--- src/rtl/core/vmrab_pkg.sv ---
// Package: shared constants, opcodes and controller/datapath command types.
`timescale 1ns / 1ps
package vmrab_pkg;
    localparam int NUM_REGS_DEF = 16;
    localparam int XLEN = 64;

    localparam logic [7:0] OP_MOV  = 8'h01;
    localparam logic [7:0] OP_NEG  = 8'h02;
    localparam logic [7:0] OP_CMP  = 8'h03;
    localparam logic [7:0] OP_ADD  = 8'h04;
    localparam logic [7:0] OP_SUB  = 8'h05;
    localparam logic [7:0] OP_MUL  = 8'h06;
    localparam logic [7:0] OP_DIV  = 8'h07;
    localparam logic [7:0] OP_MOD  = 8'h08;
    localparam logic [7:0] OP_AND  = 8'h09;
    localparam logic [7:0] OP_OR   = 8'h0a;
    localparam logic [7:0] OP_XOR  = 8'h0b;
    localparam logic [7:0] OP_NOT  = 8'h0c;
    localparam logic [7:0] OP_NAND = 8'h0d;
    localparam logic [7:0] OP_NOR  = 8'h0e;
    localparam logic [7:0] OP_XNOR = 8'h0f;
    localparam logic [7:0] OP_INC  = 8'h10;
    localparam logic [7:0] OP_DEC  = 8'h11;
    localparam logic [7:0] OP_SHL  = 8'h12;
    localparam logic [7:0] OP_SHR  = 8'h13;
    localparam logic [7:0] OP_LDI  = 8'h18;
    localparam logic [7:0] OP_LDP  = 8'h19;
    localparam logic [7:0] OP_JMP  = 8'h30;

    localparam logic [1:0] ERR_NONE  = 2'd0;
    localparam logic [1:0] ERR_DIV0  = 2'd1;
    localparam logic [1:0] ERR_UNSUP = 2'd2;

    // controller -> datapath
    typedef struct packed {
        logic load;      // capture instruction, read operands
        logic exec;      // execute non-iterative ops, start iterative unit
        logic iter;      // one multiply/divide step
        logic finish;    // write back the destination register
    } dp_cmd_t;

    // datapath -> controller
    typedef struct packed {
        logic multi;     // op needs the iterative unit
        logic iter_last; // last iteration step
    } dp_status_t;
endpackage

--- src/rtl/core/vmrab_ctrl.sv ---
// Controller: sequences load, execute, iterate and write-back per transaction.
`timescale 1ns / 1ps
module vmrab_ctrl (
    input  logic                  aclk,
    input  logic                  aresetn,
    input  logic                  s_valid,
    output logic                  s_ready,
    output logic                  m_valid,
    input  logic                  m_ready,
    output vmrab_pkg::dp_cmd_t    cmd,
    input  vmrab_pkg::dp_status_t status
);
    import vmrab_pkg::*;
    typedef enum logic [2:0] {S_IDLE, S_EXEC, S_ITER, S_FIN, S_OUT} state_t;
    state_t state_reg;

    // result holds in the output register until taken; a new one may enter then
    assign s_ready = (state_reg == S_IDLE) || (state_reg == S_OUT && m_ready);
    assign m_valid = (state_reg == S_OUT);

    always_comb begin
        cmd = '0;
        cmd.load   = s_valid && s_ready;
        cmd.exec   = (state_reg == S_EXEC);
        cmd.iter   = (state_reg == S_ITER);
        cmd.finish = (state_reg == S_FIN);
    end

    always_ff @(posedge aclk) begin
        if (!aresetn) begin
            state_reg <= S_IDLE;
        end else begin
            case (state_reg)
                S_IDLE: if (s_valid) state_reg <= S_EXEC;
                S_EXEC: state_reg <= status.multi ? S_ITER : S_FIN;
                S_ITER: if (status.iter_last) state_reg <= S_FIN;
                S_FIN:  state_reg <= S_OUT;
                S_OUT: begin
                    if (m_ready) state_reg <= s_valid ? S_EXEC : S_IDLE;
                end
                default: state_reg <= S_IDLE;
            endcase
        end
    end
endmodule

--- config.mk ---
export PLATFORM = sky130hd
export DESIGN_NAME = vmrab_ctrl
export DESIGN_NICKNAME = d
export VERILOG_FILES = /design/src/rtl/core/vmrab_pkg.sv /design/src/rtl/core/vmrab_ctrl.sv
export SDC_FILE = /design/constraint.sdc
export NUM_CORES = 1
export LEC_CHECK = 0
export BUFFER_PORTS_ARGS = -buffer_cell sky130_fd_sc_hd__buf_2
export CAP_MARGIN = 0
export CELL_PAD_IN_SITES_DETAIL_PLACEMENT = 1
export CELL_PAD_IN_SITES_GLOBAL_PLACEMENT = 1
export CORE_AREA = 2 2 39 41
export DETAILED_ROUTE_END_ITERATION = 16
export DIE_AREA = 0 0 41 43
export PLACE_DENSITY_LB_ADDON = 0.25
export SLEW_MARGIN = 20
export SYNTH_ARGS = -nofsm -noshare
export SYNTH_HDL_FRONTEND = slang
export SYNTH_SLANG_ARGS = --single-unit
--- constraint.sdc ---
create_clock -name aclk -period 1.1 [get_ports aclk]
set_clock_uncertainty 0.15 [all_clocks]
set_input_delay 0.165 -clock aclk [delete_from_list [all_inputs] [get_ports aclk]]
set_output_delay 0.165 -clock aclk [all_outputs]
set_load 0.1 [all_outputs]
* Word level (Yosys, flattened, before mapping) *
Cells that the tools add are included.

word-level totals
  ROM bits = 0
  input port bits = 6
  RAM bits = 0
  latch bits = 0
  output and inout port bits = 6
  memories = 0
  logic and storage cells = 19
  bits in registers = 3

cells by class
  $lt $le $gt $ge = 0
  shift-type cells = 0
  eq/ne operators = 7
  div/mod/pow operators = 0
  bitwise gates (word level) = 0
  multiply operators = 0
  $add $sub $neg = 0
  reduce and logical (&&, ||, !) cells = 5
  muxes and demuxes = 6

operators by type and width
  operator              number
  $pmux W3 S5           1
  $mux W3               3
  $eq A3 B2 Y1 const B  2
  $ne A2 B1 Y1 const B  2
  $eq A3 B1 Y1 const B  1
  $eq A3 B3 Y1 const B  1
  $logic_not A3 Y1      1
  $reduce_and A3 Y1     1
  $logic_and A1 B1 Y1   2
  $mux W1               2
  $ne A2 B2 Y1 const B  1
  $logic_or A1 B1 Y1    1

* Longest topological paths before layout *
  word-level depth = 4
  gate-level depth with buffers = 4
  depth with buffers taken out = 3

* Worst setup path before layout *
OpenSTA, ideal clock, no wires.

  kind = reg2out
  from = register state_reg[1]
  to = output port cmd[1] (netlist bit)
  required time = 0.785 ns
  slack = -1.911 ns
  stages on the path, launching flop included = 3
  data arrival time = 2.696 ns
  path buffers = 1
  path through = dfxtp_1 -> buf_2 -> nor3b_1

RTL lines
  element                 RTL line          RTL
  from (decl)             vmrab_ctrl.sv:15  state_t state_reg;
  from (signal assigned)  vmrab_ctrl.sv:35  S_EXEC: state_reg <= status.multi ? S_ITER : S_FIN;
  from (signal assigned)  vmrab_ctrl.sv:39  if (m_ready) state_reg <= s_valid ? S_EXEC : S_IDLE;
  to (decl)               vmrab_ctrl.sv:10  output vmrab_pkg::dp_cmd_t cmd,

==> metrics.cfg <==
[cts]
numCtsBuffers = 3
root_buffer = clkbuf_4
ctsHoldBuffers = 0
cts_tree = done
ctsHtreeMaxLevel = 1
cts.sinks = 3
clk_latency_ns = 0.25
clk_pin_slew_ns = 0.04
clockBufferDepth = 2

[synthesis]
ys_ff_latch = 3
yosys_warnings = 0
ys_types = 17
yosysTopAreaCellShare_pct = 26.52
synth_area_leaders = dfxtp_1, nor3b_1, mux2i_1
synthCells = 25
synth_fp_nets = 31
ys_seq_area_share_pct = 26.52
yosysTopAreaCell = dfxtp_1
syn_area_per_cell_um2 = 9.059
syn_area_um2 = 226.5

[place]
place_inst = 57
gp_congestion = 0.7131
port_buffers = 11

[setup_path]
critPathMaxStageDelay_ns = 0.33
critPathRequiredTime_ns = 0.78
arrival_ns = 1.21
cp_cell_sequence = buf_6, nor3_4, and2_4, buf_12
slowest_stage = dfxtp_2
critPathMaxFanout = 3
crit_family = simple AND/OR/NAND/NOR gates
path_class = reg -> out
critPathBufInv = 2
worstSetupStartpointType = flip-flop
endpoint_kind = output pin

[detailed_routing]
wl_per_cell_um = 13.60
route.detailed.drc = 0
num_vias = 266
ant_nets = 0
wl_um = 857
viasPerCell = 4.222
drt_iter0_markers = 4
first_pass_iters = 3

[floorplan]
die_area_um2 = 1763
num_rows = 14
io-pin-count = 12
core_um2 = 1384
fp.dieW_um = 41
die_height_um = 43
start_util_pct = 16.37

[cells_and_area]
multiInputGateArea_um2 = 198.9
syn_to_final_growth_pct = 144.2
largest_register_ffs = 3
seqCellArea_um2 = 68.82
n_antenna_cell = 0
final.fill_count = 153
fin_cells = 63
finalNetCount = 54
final_layout_size_suffix_gt1_share_pct = 74.47

[global_routing]
overflow = 0
grt_max_degree = 6
grt_pass1_vias = 310
grt_first_pass_wirelength_mm = 1.414
antenna_found_initial = 0
grt_use_total_pct = 13.54

[timing]
layout_setup_ws_ns = -0.4249
setup_violations = 8
holdWs_ns = 0.01887
final_max_slew_viol_count = 0
worstMarginPinSlew_ns = 0.2257
rsz0062_at_grt = yes
max-slew-margin-rel_pct = 84.94
fin_crit_ns = 1.525
fmax_mhz = 655.8
finalCritPeriodShare_pct = 138.6
timing_hold_violations_final = 0

[outcome]
outcome = finished with violations
violations = setup timing

[pwr]
powerDensity_nw_per_um2 = 2047
ir_worst_vdd_mv = 1.126
p_leak_nw = 0.2246

[run]
maxCapViolCount = 0

[hold_path]
hold_path.class = in -> reg

[where the power goes]
part	internal (W)	leakage, nW	switching, W
clock	0.000137	0.0150	0.0000719
sequential	0.000132	0.0264	0.0000302
combinational	0.000328	0.183	0.000433
total	0.000597	0.225	0.000535
[cell usage after synthesis, drive strengths merged]
master  n
a21oi   1
and2    1
and3b   1
buf     3
dfxtp   3
mux2i   2
nand2b  1
nor2    2
nor2b   2
nor3    1
nor3b   4
o21a    1
o221a   1
or2     1
xnor2   1
[layout by cell type (no fill, tap or decap)]
master / Yosys / final
dfxtp_4: 0 / 2
clkbuf_1: 0 / 1
clkbuf_4: 0 / 3
buf_4: 0 / 5
or2_0: 1 / 1
nand2b_1: 1 / 1
dfxtp_2: 0 / 1
buf_6: 1 / 5
nor3b_4: 0 / 3
and3b_2: 0 / 1
and2_4: 0 / 1
xnor2_1: 1 / 1
mux2i_1: 2 / 2
buf_12: 0 / 6
nor2_1: 2 / 2
nor3b_1: 3 / 1
o221a_1: 1 / 1
buf_2: 2 / 5
nor3_4: 0 / 1
nor2b_4: 0 / 2
o21a_1: 1 / 1
a21oi_1: 1 / 1
[through the flow]
step | setup TNS, ns | power (W) | util [%] | cell area [um2] | setup WS [ns]
finish | -2.754 | 0.001132 | 39.96 | 553.0 | -0.4249
global route | -3.215 | 0.001191 | 39.96 | 553.0 | -0.4910
CTS | -2.840 | 0.001151 | 39.42 | 545.5 | -0.4469
detailed placement | -1.625 | 0.0008693 | 33.54 | 464.2 | -0.2276
global placement | -1.378 | 0.0008496 | 33.54 | 464.2 | -0.1990
floorplan | -5.024 | 0.0005934 | - | 262.8 | -1.048
[cell families (layout without fill, tap and decap cells)]
kind of cell | after synthesis | in the layout | synth area share [%]
simple gates | 13 | 13 | 40.89
mux | 2 | 2 | 8.840
buf+inv | 3 | 25 | 9.392
xor+xnor | 1 | 1 | 3.868
compound gates | 3 | 3 | 10.50
flops | 3 | 3 | 26.52
[area by class of cell]
cell class / instances / area share (%)
repair buffers: 21 / 43.21
well taps: 16 / 3.620
flip-flops and latches: 3 / 12.44
multi-input cells: 19 / 35.97
clock buffers: 4 / 4.751
[routing by layer]
metal	GRT usage (%)	routed length (um)	vias up
met5	0	0	-
met4	12.00	27	0
met3	4.712	20	2
met2	21.88	540	8
met1	12.18	269	127
li1	-	-	129
[worst paths after layout]
check                           cells past startpoint    startpoint      endpoint  slack [ns]
worst min-delay path                                2       aresetn  state_reg[2]        0.02
worst max-delay path                                4  state_reg[0]        cmd[3]       -0.42
worst min register to register                      3  state_reg[2]  state_reg[1]        0.50
worst max register to register                      5  state_reg[2]  state_reg[0]       -0.21
[what timing repair did]
action,CTS,global route
setup endpoints to repair,9,8
gates cloned,0,0
resized for setup,12,2
pin swaps,6,1
setup buffers,2,0
Power figures use the tool's default switching activity.
